==> config.mk <==
export PLATFORM = sky130hd
export DESIGN_NAME = am_envelope_demodulator_top
export DESIGN_NICKNAME = d
export VERILOG_FILES = /design/src/hdl/amed_pkg.sv /design/src/hdl/amed_mulq.sv /design/src/hdl/amed_isqrt.sv /design/src/hdl/am_envelope_demodulator_top.sv
export SDC_FILE = /design/constraint.sdc
export NUM_CORES = 2
export LEC_CHECK = 0
export BUFFER_PORTS_ARGS = -buffer_cell sky130_fd_sc_hd__clkbuf_2
export CAP_MARGIN = 20
export CORE_AREA = 2 2 339 409
export DETAILED_ROUTE_END_ITERATION = 7
export DIE_AREA = 0 0 341 411
export PLACE_DENSITY = 0.68
export SLEW_MARGIN = 20
export SYNTH_ARGS = -nofsm -noshare
export SYNTH_HDL_FRONTEND = slang
export SYNTH_SLANG_ARGS = --single-unit
export TNS_END_PERCENT = 30
==> constraint.sdc <==
create_clock -name clk -period 6.9 [get_ports clk]
set_input_delay 0.69 -clock clk [delete_from_list [all_inputs] [get_ports clk]]
set_output_delay 0.69 -clock clk [all_outputs]
set_load 0.02 [all_outputs]
==> src/hdl/amed_pkg.sv <==
package amed_pkg;
  localparam int COEF_WIDTH = 33;
  typedef logic signed [COEF_WIDTH-1:0] coef_t;
  typedef struct packed {
    coef_t b0;
    coef_t b1;
    coef_t b2;
    coef_t a1;
    coef_t a2;
  } coef_set_t;

  localparam coef_set_t LP_A = '{
    b0: 33'sd519065, b1: 33'sd1038131, b2: 33'sd519065,
    a1: -33'sd1567897139, a2: 33'sd582026158};
  localparam coef_set_t LP_B = '{
    b0: 33'sd1073741824, b1: 33'sd2147483648, b2: 33'sd1073741824,
    a1: -33'sd1810774318, a2: 33'sd838515807};
  localparam coef_set_t HP = '{
    b0: 33'sd1070764338, b1: -33'sd2141528676, b2: 33'sd1070764338,
    a1: -33'sd2141520086, a2: 33'sd1067795227};
endpackage

==> src/hdl/amed_mulq.sv <==
module amed_mulq #(
  parameter int SW = 32
) (
  input  logic                     clk,
  input  logic                     rst,
  input  logic                     start,
  input  amed_pkg::coef_t          coef,
  input  logic signed [SW-1:0]     x,
  output logic                     done,
  output logic signed [SW+1:0]     prod
);
  import amed_pkg::*;
  localparam int CW = COEF_WIDTH - 1;
  localparam int AW = SW + CW + 1;
  localparam int CNTW = $clog2(CW + 1);

  logic [CW-1:0] k;
  logic [SW-1:0] m;
  logic [AW-1:0] acc;
  logic neg;
  logic busy;
  logic [CNTW-1:0] cnt;
  logic [CW-1:0] kmag;
  logic [SW-1:0] xmag;
  logic [AW-1:0] rnd;
  logic [SW+1:0] mag;

  assign kmag = coef[COEF_WIDTH-1] ? CW'(-coef) : coef[CW-1:0];
  assign xmag = x[SW-1] ? SW'(-x) : SW'(x);
  assign rnd = (acc + (AW'(1) << 29)) >> 30;
  assign mag = rnd[SW+1:0];

  always_ff @(posedge clk) begin
    done <= 1'b0;
    if (rst) begin
      busy <= 1'b0;
    end else if (start) begin
      busy <= 1'b1;
      k <= kmag;
      m <= xmag;
      neg <= x[SW-1] ^ coef[COEF_WIDTH-1];
      acc <= '0;
      cnt <= CNTW'(CW);
    end else if (busy) begin
      if (cnt == '0) begin
        busy <= 1'b0;
        done <= 1'b1;
        prod <= neg ? -$signed(mag) : $signed(mag);
      end else begin
        acc <= (acc << 1) + (k[CW-1] ? AW'(m) : '0);
        k <= k << 1;
        cnt <= cnt - 1'b1;
      end
    end
  end
endmodule

==> src/hdl/amed_isqrt.sv <==
module amed_isqrt #(
  parameter int NW = 32
) (
  input  logic          clk,
  input  logic          rst,
  input  logic          start,
  input  logic [NW-1:0] n,
  output logic          done,
  output logic [NW/2-1:0] root
);
  localparam int RW = NW / 2;
  localparam int CNTW = $clog2(RW + 1);
  logic [NW-1:0] rem_sh;
  logic [RW+1:0] rem;
  logic [RW-1:0] res;
  logic [CNTW-1:0] cnt;
  logic busy;
  logic [RW+1:0] trial;
  logic [RW+1:0] cand;

  assign trial = {rem[RW-1:0], rem_sh[NW-1:NW-2]};
  assign cand = {res, 2'b01};

  always_ff @(posedge clk) begin
    done <= 1'b0;
    if (rst) begin
      busy <= 1'b0;
    end else if (start) begin
      busy <= 1'b1;
      rem_sh <= n;
      rem <= '0;
      res <= '0;
      cnt <= CNTW'(RW);
    end else if (busy) begin
      if (cnt == '0) begin
        busy <= 1'b0;
        done <= 1'b1;
        root <= res;
      end else begin
        rem_sh <= rem_sh << 2;
        if (trial >= cand) begin
          rem <= trial - cand;
          res <= {res[RW-2:0], 1'b1};
        end else begin
          rem <= trial;
          res <= {res[RW-2:0], 1'b0};
        end
        cnt <= cnt - 1'b1;
      end
    end
  end
endmodule

==> src/hdl/am_envelope_demodulator_top.sv <==
// Handles one I/Q sample pair at a time: in_ready is high only in idle, and a new pair is
// taken only after the previous result has been handed off on out_valid/out_ready.
// Processing is sequential at best; the bit-serial multiplier
// and the square root (one result bit per cycle) set the pace.
// Reset: synchronous, clears all filter delays and the handshake state.
module am_envelope_demodulator_top #(
  parameter int SAMPLE_WIDTH = 16,
  parameter int STATE_WIDTH = 32,
  parameter int LOWPASS_SECTIONS = 2,
  parameter int HIGHPASS_SECTIONS = 1
) (
  input  logic                           clk,
  input  logic                           rst,
  input  logic                           in_valid,
  output logic                           in_ready,
  input  logic signed [SAMPLE_WIDTH-1:0] i_sample,
  input  logic signed [SAMPLE_WIDTH-1:0] q_sample,
  output logic                           out_valid,
  input  logic                           out_ready,
  output logic signed [SAMPLE_WIDTH-1:0] filtered_i,
  output logic signed [SAMPLE_WIDTH-1:0] filtered_q,
  output logic signed [SAMPLE_WIDTH-1:0] audio_out
);
  import amed_pkg::*;
  localparam int SW = STATE_WIDTH;
  localparam int SH = SW - 8 - (SAMPLE_WIDTH - 1);
  localparam int LPN = 2 * LOWPASS_SECTIONS;
  localparam int HPN = 2 * HIGHPASS_SECTIONS;
  localparam int NSEC = 2 * LOWPASS_SECTIONS + HIGHPASS_SECTIONS;
  localparam int SECW = $clog2(NSEC + 1);
  localparam int LIW = $clog2(LPN);
  localparam int HIW = $clog2(HPN);
  localparam int PW = 2 * SAMPLE_WIDTH;

  localparam logic [3:0] S_IDLE = 4'd0, S_LOAD = 4'd1, S_M0 = 4'd2, S_M1 = 4'd3,
    S_M2 = 4'd4, S_M3 = 4'd5, S_M4 = 4'd6, S_SEC = 4'd7, S_SQ = 4'd8,
    S_RT = 4'd9, S_OUT = 4'd10;

  logic [3:0] state;
  logic [SECW-1:0] sec;
  logic signed [SW-1:0] lpi [LPN];
  logic signed [SW-1:0] lpq [LPN];
  logic signed [SW-1:0] hpd [HPN];
  logic signed [SAMPLE_WIDTH-1:0] xi, xq;
  logic signed [SW-1:0] x, y;
  logic signed [SW+1:0] p1, p2;
  logic signed [SW-1:0] d0, d1;
  logic signed [SAMPLE_WIDTH-1:0] fi, fq;
  logic [PW-1:0] power;
  logic [1:0] sqstep;

  logic m_start, m_done, r_start, r_done;
  coef_t m_coef;
  logic signed [SW-1:0] m_x;
  logic signed [SW+1:0] m_prod;
  logic [PW/2-1:0] root;
  coef_set_t cs;
  logic is_hp, is_q;
  logic [SECW-1:0] lsec;
  logic [SECW-1:0] hsec;
  logic [LIW-1:0] li0, li1;
  logic [HIW-1:0] hi0, hi1;

  function automatic logic signed [SW-1:0] sat(input logic signed [SW+3:0] v);
    if (v > $signed({5'b0, {(SW-1){1'b1}}})) return {1'b0, {(SW-1){1'b1}}};
    else if (v < $signed({5'b11111, {(SW-1){1'b0}}})) return {1'b1, {(SW-1){1'b0}}};
    else return SW'(v);
  endfunction

  function automatic logic signed [SAMPLE_WIDTH-1:0] tosamp(input logic signed [SW-1:0] v);
    logic [SW-1:0] mg;
    logic [SW-1:0] r;
    logic signed [SW:0] s;
    mg = v[SW-1] ? SW'(-v) : SW'(v);
    r = SW'(({1'b0, mg} + ((SW+1)'(1) << (SH - 1))) >> SH);
    s = v[SW-1] ? -$signed({1'b0, r}) : $signed({1'b0, r});
    if (s > (SW+1)'((1 << (SAMPLE_WIDTH - 1)) - 1))
      return SAMPLE_WIDTH'((1 << (SAMPLE_WIDTH - 1)) - 1);
    else if (s < -(SW+1)'(1 << (SAMPLE_WIDTH - 1)))
      return SAMPLE_WIDTH'(-(1 << (SAMPLE_WIDTH - 1)));
    else return s[SAMPLE_WIDTH-1:0];
  endfunction

  assign is_hp = sec >= SECW'(2 * LOWPASS_SECTIONS);
  assign is_q = sec >= SECW'(LOWPASS_SECTIONS) && !is_hp;
  assign lsec = is_q ? sec - SECW'(LOWPASS_SECTIONS) : sec;
  assign hsec = sec - SECW'(2 * LOWPASS_SECTIONS);
  assign li0 = LIW'({lsec, 1'b0});
  assign li1 = LIW'({lsec, 1'b1});
  assign hi0 = HIW'({hsec, 1'b0});
  assign hi1 = HIW'({hsec, 1'b1});
  assign cs = is_hp ? HP : (lsec[0] ? LP_B : LP_A);

  always_comb begin
    d0 = '0;
    d1 = '0;
    if (is_hp) begin
      d0 = hpd[hi0];
      d1 = hpd[hi1];
    end else if (is_q) begin
      d0 = lpq[li0];
      d1 = lpq[li1];
    end else begin
      d0 = lpi[li0];
      d1 = lpi[li1];
    end
  end

  always_comb begin
    unique case (state)
      S_M0: m_coef = cs.b0;
      S_M1: m_coef = cs.b1;
      S_M2: m_coef = cs.a1;
      S_M3: m_coef = cs.b2;
      default: m_coef = cs.a2;
    endcase
  end
  assign m_x = (state == S_M2 || state == S_M4) ? y : x;

  amed_mulq #(.SW(SW)) u_mul (
    .clk, .rst, .start(m_start), .coef(m_coef), .x(m_x), .done(m_done), .prod(m_prod));
  amed_isqrt #(.NW(PW)) u_sqrt (
    .clk, .rst, .start(r_start), .n(power), .done(r_done), .root(root));

  assign in_ready = state == S_IDLE;
  assign out_valid = state == S_OUT;

  always_ff @(posedge clk) begin
    m_start <= 1'b0;
    r_start <= 1'b0;
    if (rst) begin
      state <= S_IDLE;
      for (int k = 0; k < LPN; k++) begin
        lpi[k] <= '0;
        lpq[k] <= '0;
      end
      for (int k = 0; k < HPN; k++) hpd[k] <= '0;
    end else begin
      unique case (state)
        S_IDLE: if (in_valid) begin
          xi <= i_sample;
          xq <= q_sample;
          sec <= '0;
          state <= S_LOAD;
        end
        S_LOAD: begin
          x <= SW'($signed(xi)) <<< SH;
          m_start <= 1'b1;
          state <= S_M0;
        end
        S_M0: if (m_done) begin
          y <= sat((SW+4)'(m_prod) + (SW+4)'(d0));
          m_start <= 1'b1;
          state <= S_M1;
        end
        S_M1: if (m_done) begin
          p1 <= m_prod;
          m_start <= 1'b1;
          state <= S_M2;
        end
        S_M2: if (m_done) begin
          p1 <= (SW+2)'(sat((SW+4)'(p1) - (SW+4)'(m_prod) + (SW+4)'(d1)));
          m_start <= 1'b1;
          state <= S_M3;
        end
        S_M3: if (m_done) begin
          p2 <= m_prod;
          m_start <= 1'b1;
          state <= S_M4;
        end
        S_M4: if (m_done) begin
          p2 <= (SW+2)'(sat((SW+4)'(p2) - (SW+4)'(m_prod)));
          state <= S_SEC;
        end
        S_SEC: begin
          if (is_hp) begin
            hpd[hi0] <= SW'(p1);
            hpd[hi1] <= SW'(p2);
          end else if (is_q) begin
            lpq[li0] <= SW'(p1);
            lpq[li1] <= SW'(p2);
          end else begin
            lpi[li0] <= SW'(p1);
            lpi[li1] <= SW'(p2);
          end
          sec <= sec + 1'b1;
          if (sec == SECW'(LOWPASS_SECTIONS - 1)) begin
            fi <= tosamp(y);
            x <= SW'($signed(xq)) <<< SH;
            m_start <= 1'b1;
            state <= S_M0;
          end else if (sec == SECW'(2 * LOWPASS_SECTIONS - 1)) begin
            fq <= tosamp(y);
            sqstep <= '0;
            state <= S_SQ;
          end else if (sec == SECW'(NSEC - 1)) begin
            filtered_i <= fi;
            filtered_q <= fq;
            audio_out <= tosamp(y);
            state <= S_OUT;
          end else begin
            x <= y;
            m_start <= 1'b1;
            state <= S_M0;
          end
        end
        S_SQ: begin
          sqstep <= sqstep + 1'b1;
          if (sqstep == 2'd0) power <= PW'(PW'(fi) * PW'(fi));
          else if (sqstep == 2'd1) power <= power + PW'(PW'(fq) * PW'(fq));
          else begin
            r_start <= 1'b1;
            state <= S_RT;
          end
        end
        S_RT: if (r_done) begin
          x <= SW'($signed({1'b0, root})) <<< SH;
          m_start <= 1'b1;
          state <= S_M0;
        end
        S_OUT: if (out_ready) state <= S_IDLE;
        default: state <= S_IDLE;
      endcase
    end
  end
endmodule
Word-level counts from Yosys, hierarchy flattened
Memories as Yosys holds them, arrays and structs flattened.
Index checks and enable logic that the tools add are counted.
{ "word_totals": {"inputBits": 36, "output_inout_bits": 50, "reg_bits": 545, "wordCells": 265, "memories": 3, "ramBits": 320} }
{ "mem_list": {"columns": ["memory", "depth", "width", "rd", "rd_ports_with_merged_regs", "wr", "line_no", "source"], "rows": [
  ["lpi", 4, 32, 2, 0, 4, "am_envelope_demodulator_top.sv:41", "logic signed [SW-1:0] lpi [LPN];"],
  ["lpq", 4, 32, 2, 0, 4, "am_envelope_demodulator_top.sv:42", "logic signed [SW-1:0] lpq [LPN];"],
  ["hpd", 2, 32, 2, 0, 2, "am_envelope_demodulator_top.sv:43", "logic signed [SW-1:0] hpd [HPN];"]
]} }
{ "op_classes": {"n_lt_le_gt_ge": 11, "n_addsub": 19, "bitwise_logic": 11, "reduce_logical": 40, "mul": 2, "n_eq_ne": 30, "muxes": 116} }
{ "op_table": {"columns": ["operator", "count"], "rows": [
  ["two-way mux 32 bit", 31],
  ["two-way mux 163 bit", 2],
  ["two-way mux 34 bit", 4],
  ["case mux 34 bit (2 select lines)", 2],
  ["case mux 33 bit (4 select lines)", 1],
  ["two-way mux 64 bit", 2],
  ["OR reduction 32 bit", 4],
  ["two-way mux 16 bit", 7],
  ["negation 32 bit", 3],
  ["case mux 32 bit (3 select lines)", 1],
  ["greater-than comparator 35 x 32 -> 1 bit (second input constant)", 2],
  ["less-than comparator 35 x 32 -> 1 bit (second input constant)", 2],
  ["subtractor 34 x 34 -> 35 bit", 2],
  ["adder 64 x 30 -> 64 bit (second input constant)", 1],
  ["adder 64 x 32 -> 64 bit", 1],
  ["multiplier 16 x 16 -> 32 bit", 2],
  ["two-way mux 4 bit", 13],
  ["case mux 4 bit (11 select lines)", 1],
  ["adder 35 x 32 -> 36 bit", 1],
  ["greater-than comparator 36 x 32 -> 1 bit (second input constant)", 1],
  ["less-than comparator 36 x 32 -> 1 bit (second input constant)", 1],
  ["two-way mux 1 bit", 36],
  ["adder 34 x 32 -> 35 bit", 1],
  ["negation 34 bit", 1],
  ["53 further kinds", 107]
]} }

Logic depth before layout (Yosys ltp)
An unclocked memory read counts as a cell.
{ "depth": {"ltp_word": 13, "mapped_depth": 30, "ltp_nobuf": 28} }

By module
Synthesis repeated with hierarchy kept, for this count alone.
{ "unflattened": {"hier_cells": 6607, "hier_area_um2": 69025.0} }
{ "by_module_without_submodules": {"columns": ["module", "seq_area_each_um2", "area_per_inst_um2", "instances", "cells_per_inst"], "rows": [
  ["am_envelope_demodulator_top", 18187.4, 53642.7, 1, 5160],
  ["amed_mulq", 5114.9, 11085.6, 1, 1118],
  ["amed_isqrt", 2592.5, 4296.6, 1, 329]
]} }

Worst setup path before layout
No wires, ideal clock.
{ "synth_path": {"path_type": "reg2reg", "from": "reg fi[15]", "to": "reg power[31] (data pin)", "arrival_ns": 6.925, "period_less_slack_ns": 7.188, "path_buffers": 1, "setup_ns": 0.263, "path_slack_ns": -0.288, "required_time_ns": 6.637, "stages_incl_launch_ff": 25, "cell_sequence": "edfxtp_1 > inv_1 > clkbuf_1 > nor2_1 > fa_1 > fa_1 > inv_1 > fa_1 > fa_1 > inv_1 > fa_1 > inv_1 > fa_1 > inv_1 > ha_1 > a21o_1 > a21oi_1 > nor2b_1 > a311oi_1 > o21ai_0 > a31o_2 > a21oi_1 > o2111ai_1 > xnor2_1 > a2111o_1"} }
{ "synth_via": {"elab_chain_cells": 2} }
{ "synth_lines": {"columns": ["item", "line_no", "source"], "rows": [
  ["from (decl)", "am_envelope_demodulator_top.sv:48", "logic signed [SAMPLE_WIDTH-1:0] fi, fq;"],
  ["from (signal assigned)", "am_envelope_demodulator_top.sv:188", "fi <= tosamp(y);"],
  ["multiplier 16 x 16 -> 32 bit", "am_envelope_demodulator_top.sv:209", "if (sqstep == 2'd0) power <= PW'(PW'(fi) * PW'(fi));"],
  ["two-way mux 32 bit", "am_envelope_demodulator_top.sv:209", null],
  ["to (signal assigned)", "am_envelope_demodulator_top.sv:209", null],
  ["to (signal assigned)", "am_envelope_demodulator_top.sv:210", "else if (sqstep == 2'd1) power <= power + PW'(PW'(fq) * PW'(fq));"],
  ["to (decl)", "am_envelope_demodulator_top.sv:49", "logic [PW-1:0] power;"]
]} }
No other way between the ends.
A chain may end at the register's enable or synchronous reset.

Worst setup path after layout
{ "layout_path": {"from": "reg fq[1]", "to": "reg power[30] (data pin)"} }
{ "layout_via": {"elab_chain_cells": 4} }
{ "layout_lines": {"columns": ["item", "line_no", "source"], "rows": [
  ["from (decl)", "am_envelope_demodulator_top.sv:48", null],
  ["from (signal assigned)", "am_envelope_demodulator_top.sv:193", "fq <= tosamp(y);"],
  ["multiplier 16 x 16 -> 32 bit", "am_envelope_demodulator_top.sv:210", null],
  ["adder 32 bit", "am_envelope_demodulator_top.sv:210", null],
  ["two-way mux 32 bit", "am_envelope_demodulator_top.sv:210", null],
  ["two-way mux 32 bit", "am_envelope_demodulator_top.sv:209", null]
]} }
No other way between the ends. The select of a mux whose other input is x is not followed.

==> metrics.md <==
| Metric | Value |
|---|---|
| Complex-gate fraction of the synthesized area | `9.64%` |
| Row count | `149` |
| First-pass GRT wire length | `275,000 µm` |
| Status | `finished, final reports clean` |
| CTS root buf | `clkbuf_16` |
| Pin count of the biggest net entering global routing | `106` |
| Post-DP HPWL | `128,000 µm` |
| Starting Density | `49.7%` |
| Synth Register Bits | `866` |
| Min Clock Period, post-route | `6.71 ns` |
| Worst flop-to-flop path startpoint | `fq[1]$_DFFE_PP_` |
| Layout area overhead | `11.5%` |
| Drt initial violations | `3,661` |
| Htree depth | `3` |
| CP startpoint kind | `flip-flop` |
| Crit Path Class | `flip-flop to flip-flop` |
| Port Buf Inserts | `85` |
| Worst setup margin | `0.194 ns` |
| Vias in the first global route | `49,500` |
| Setup crit end kind | `flip-flop` |
| FMAX | `0.149 GHz` |
| Xor-xnor portion of the synthesized cell area | `5.01%` |
| Class of the most critical hold timing path | `input port to flip-flop` |
| Post-synth ARST share | `0%` |
| WP data arrival | `7.14 ns` |
| Static leakage power | `32.2 nW` |
| Die area | `0.140 mm²` |
| Worst Skew | `0.0472 ns` |
| Setup violations, final | `0` |
| Max FO, Critical Path | `5` |
| Design Area, Final | `0.0755 mm²` |
| Top cells by area, synth | `edfxtp_1 38%, fa_1 16%, ha_1 6.7%, inv_1 4.9%, nand2_1 3.1%` |
| Total power | `15.0 mW` |
| Remaining design rule violation count | `0` |
| Final ANT Viol Nets | `0` |
| Post-synth cell types | `96` |
| WHS Path Cells | `1` |
| DP Worst Slack | `-0.227 ns` |
| Peak supply drop | `228 µV` |
| R2r setup slk | `0.19 ns` |
| Avg WL per Cell | `20.7 µm` |
| TritonCTS Buffers | `94` |
| Mapped Nets | `7,341` |
| Core box area | `0.136 mm²` |
| I/O Pins | `86` |
| Req. time, crit path | `7.34 ns` |
| Mapped Cells | `6,399` |
| Placement Cell Area | `0.0717 mm²` |
| Fin. max-slew vios | `0` |
| Tcrit/Tclk final | `97.2%` |
| Via Count | `48,400` |
| Worst-path clk slew | `0.06 ns` |
| Post-synthesis sequential area ratio | `38.3%` |
| Worst-Margin Slew | `1.10 ns` |
| Final hold vios | `0` |
| Post-synthesis area per instance | `10.6 µm²` |
| Maxcap violations | `0` |
| Via density | `5.70` |
| R2R depth | `26` |
| Clock sinks | `866` |
| Main synth FF type | `edfxtp_1` |
| Slew margin rel. | `26.9%` |
| Synth Area in Adders | `22.8%` |
| Remaining Overflow, GRT | `0` |
| Initial antenna violation count | `5` |
| Main combinational cell family by area after synthesis | `adder cells` |
| WL final | `175,000 µm` |
| CTS tree | `done` |
| Fill count | `11,700` |
| P per Cell Area | `198 mW/mm²` |
| Unrepaired setup endpoints after global routing | `yes` |
| Nets | `7,540` |
| Hold Path End | `xq[3]$_DFFE_PP_` |
| Area leader, netlist | `edfxtp_1` |
| Hold Path Origin | `q_sample[3]` |
| Clk buf depth | `3` |
| Worst-Skew Late Latency | `0.73 ns` |
| Mapped Area | `0.0677 mm²` |
| Number of flops mapped to enable cells by yosys | `855` |
| YS warnings | `0` |
| DR pass1 iterations | `6` |
| Placer Congestion | `0.897` |
| Post-synthesis mux area share | `3.80%` |
| Die H | `411 µm` |
| Worst hold slack | `0.145 ns` |
| GRT Overall Usage | `25.2%` |
| Top-area cell type share of the netlist area | `37.9%` |
| Share of cells above drive strength 1 | `12.2%` |
| Post-synthesis simple-gate area fraction | `13.9%` |
| Die X | `341 µm` |
| Worst reg2reg path endpoint | `power[30]$_DFFE_PP_` |
state kept, by name, indices dropped and copies added, names as in the netlist, 32 cells and up, named ones only:
name	flops
x	32
u_mul.k	32
u_sqrt.rem_sh	32
u_mul.prod	34
lpi	128
hpd	64
lpq	128
u_mul.acc	64
p2	34
power	32
p1	34
y	32
u_mul.m	32
synth_stat cells, types with 11 or more instances:
cell type	number
a211oi_1	21
a21boi_0	14
a21o_1	132
a21oi_1	271
a221o_1	15
a22oi_1	66
a31oi_1	35
and2_1	271
and3_1	75
buf_1	37
clkbuf_1	244
dfxtp_1	11
edfxtp_1	855
fa_1	546
ha_1	360
inv_1	891
mux2_2	36
mux2i_1	71
mux4_2	64
nand2_1	562
nand2b_1	44
nand3_1	92
nand4_1	34
nor2_1	355
nor2b_1	51
nor3_1	133
nor4_1	155
o211ai_1	15
o21a_1	34
o21ai_0	191
o21bai_1	31
o22ai_1	18
o31a_1	14
o31ai_1	30
or2_2	26
or3_1	29
xnor2_1	221
xor2_1	164
area by class of cell:
class	instances	area (µm²)	area share (%)
multi-input combinational	4348	37800	50.1
sequential	866	25900	34.3
inverter	894	3370	4.46
timing repair buffer	394	2900	3.84
clock buffer	108	2490	3.30
tap	1812	2270	3.00
clock inverter	64	701	0.929
antenna	6	15.0	0.0199
worst max path at each step:
stage	start	endpoint	slack [ns]	cells after the start
2_1_floorplan	fq[10]$_DFFE_PP_	power[29]$_DFFE_PP_	-0.002	26
3_3_place_gp	fq[1]$_DFFE_PP_	power[29]$_DFFE_PP_	-0.18	27
3_5_place_dp	fq[9]$_DFFE_PP_	power[29]$_DFFE_PP_	-0.23	25
4_1_cts	fi[6]$_DFFE_PP_	power[31]$_DFFE_PP_	-0.02	24
5_1_grt	fq[2]$_DFFE_PP_	power[30]$_DFFE_PP_	-0.09	27
6_report	fq[1]$_DFFE_PP_	power[30]$_DFFE_PP_	0.19	26
layer usage:
metal  wire [µm]  GRT usage [%]  part of all wire [%]  up-vias
met2       89100           44.2                    51     1557
met5           7              0                0.0040        -
li1            -              -                     -    22400
met4        9160           12.5                   5.2        2
met1       67700           30.6                    39    24100
met3        9420           3.08                   5.4      400
stage by stage:
stage	utilization (%)	TNS, ns	std cells
final	55.4	0	8492
after global routing	55.4	-0.159	8486
after CTS	55.0	-0.0177	8462
after detailed placement	52.6	-0.403	8287
after global placement	52.6	-0.352	8287
after floorplan	-	-0.00156	6399
critical path: stages (launching register included):
cell and delay [ns]:
edfxtp_1 0.48, buf_4 0.18, and2_1 0.17, fa_1 0.54, inv_1 0.05, fa_1 0.46
fa_1 0.53, fa_1 0.50, fa_1 0.51, inv_1 0.06, fa_1 0.52, ha_4 0.21
a21o_1 0.18, a21oi_4 0.14, buf_4 0.13, o21ai_0 0.10, a2111oi_2 0.24, buf_4 0.20
o31ai_4 0.08, a211oi_2 0.23, buf_4 0.16, o31ai_2 0.08, o21ai_1 0.20, nand2b_1 0.10
a21oi_2 0.15, xor2_1 0.15, o211ai_1 0.09
cells in the final DEF (no fill, tap or decap), types with 43 or more instances in the layout:
cell type	instances
nor2b_1	50
nand3_1	91
a22oi_1	66
nor4_1	153
xnor2_1	219
nor2_1	340
clkbuf_16	97
a21oi_1	260
ha_1	350
edfxtp_1	855
inv_1	880
o21ai_0	180
mux4_2	64
buf_4	290
and3_1	74
clkbuf_2	85
nor3_1	122
a21o_1	131
xor2_1	164
fa_1	539
and2_1	268
nand2_1	549
mux2i_1	71
nand2b_1	43
report_power, final:
part / switching [mW] / internal (mW) / leakage (nW)
clock: 2.26 / 3.02 / 1.53
sequential: 0.182 / 6.18 / 8.22
combinational: 2.04 / 1.28 / 22.4
repair_timing:
item	CTS	global route
pin swaps	4	64
hold buffers	0	0
resized for setup	9	92
setup endpoints to repair	3	10
hold endpoints to repair	0	0
setup buffers	3	24
cells by family after synthesis:
kind of cell	Yosys count
simple gates	1886
compound gates	998
flops	866
mux	172
fa+ha+maj	906
buf+inv	1185
xor+xnor	386
(Power assumes the default switching activity.)
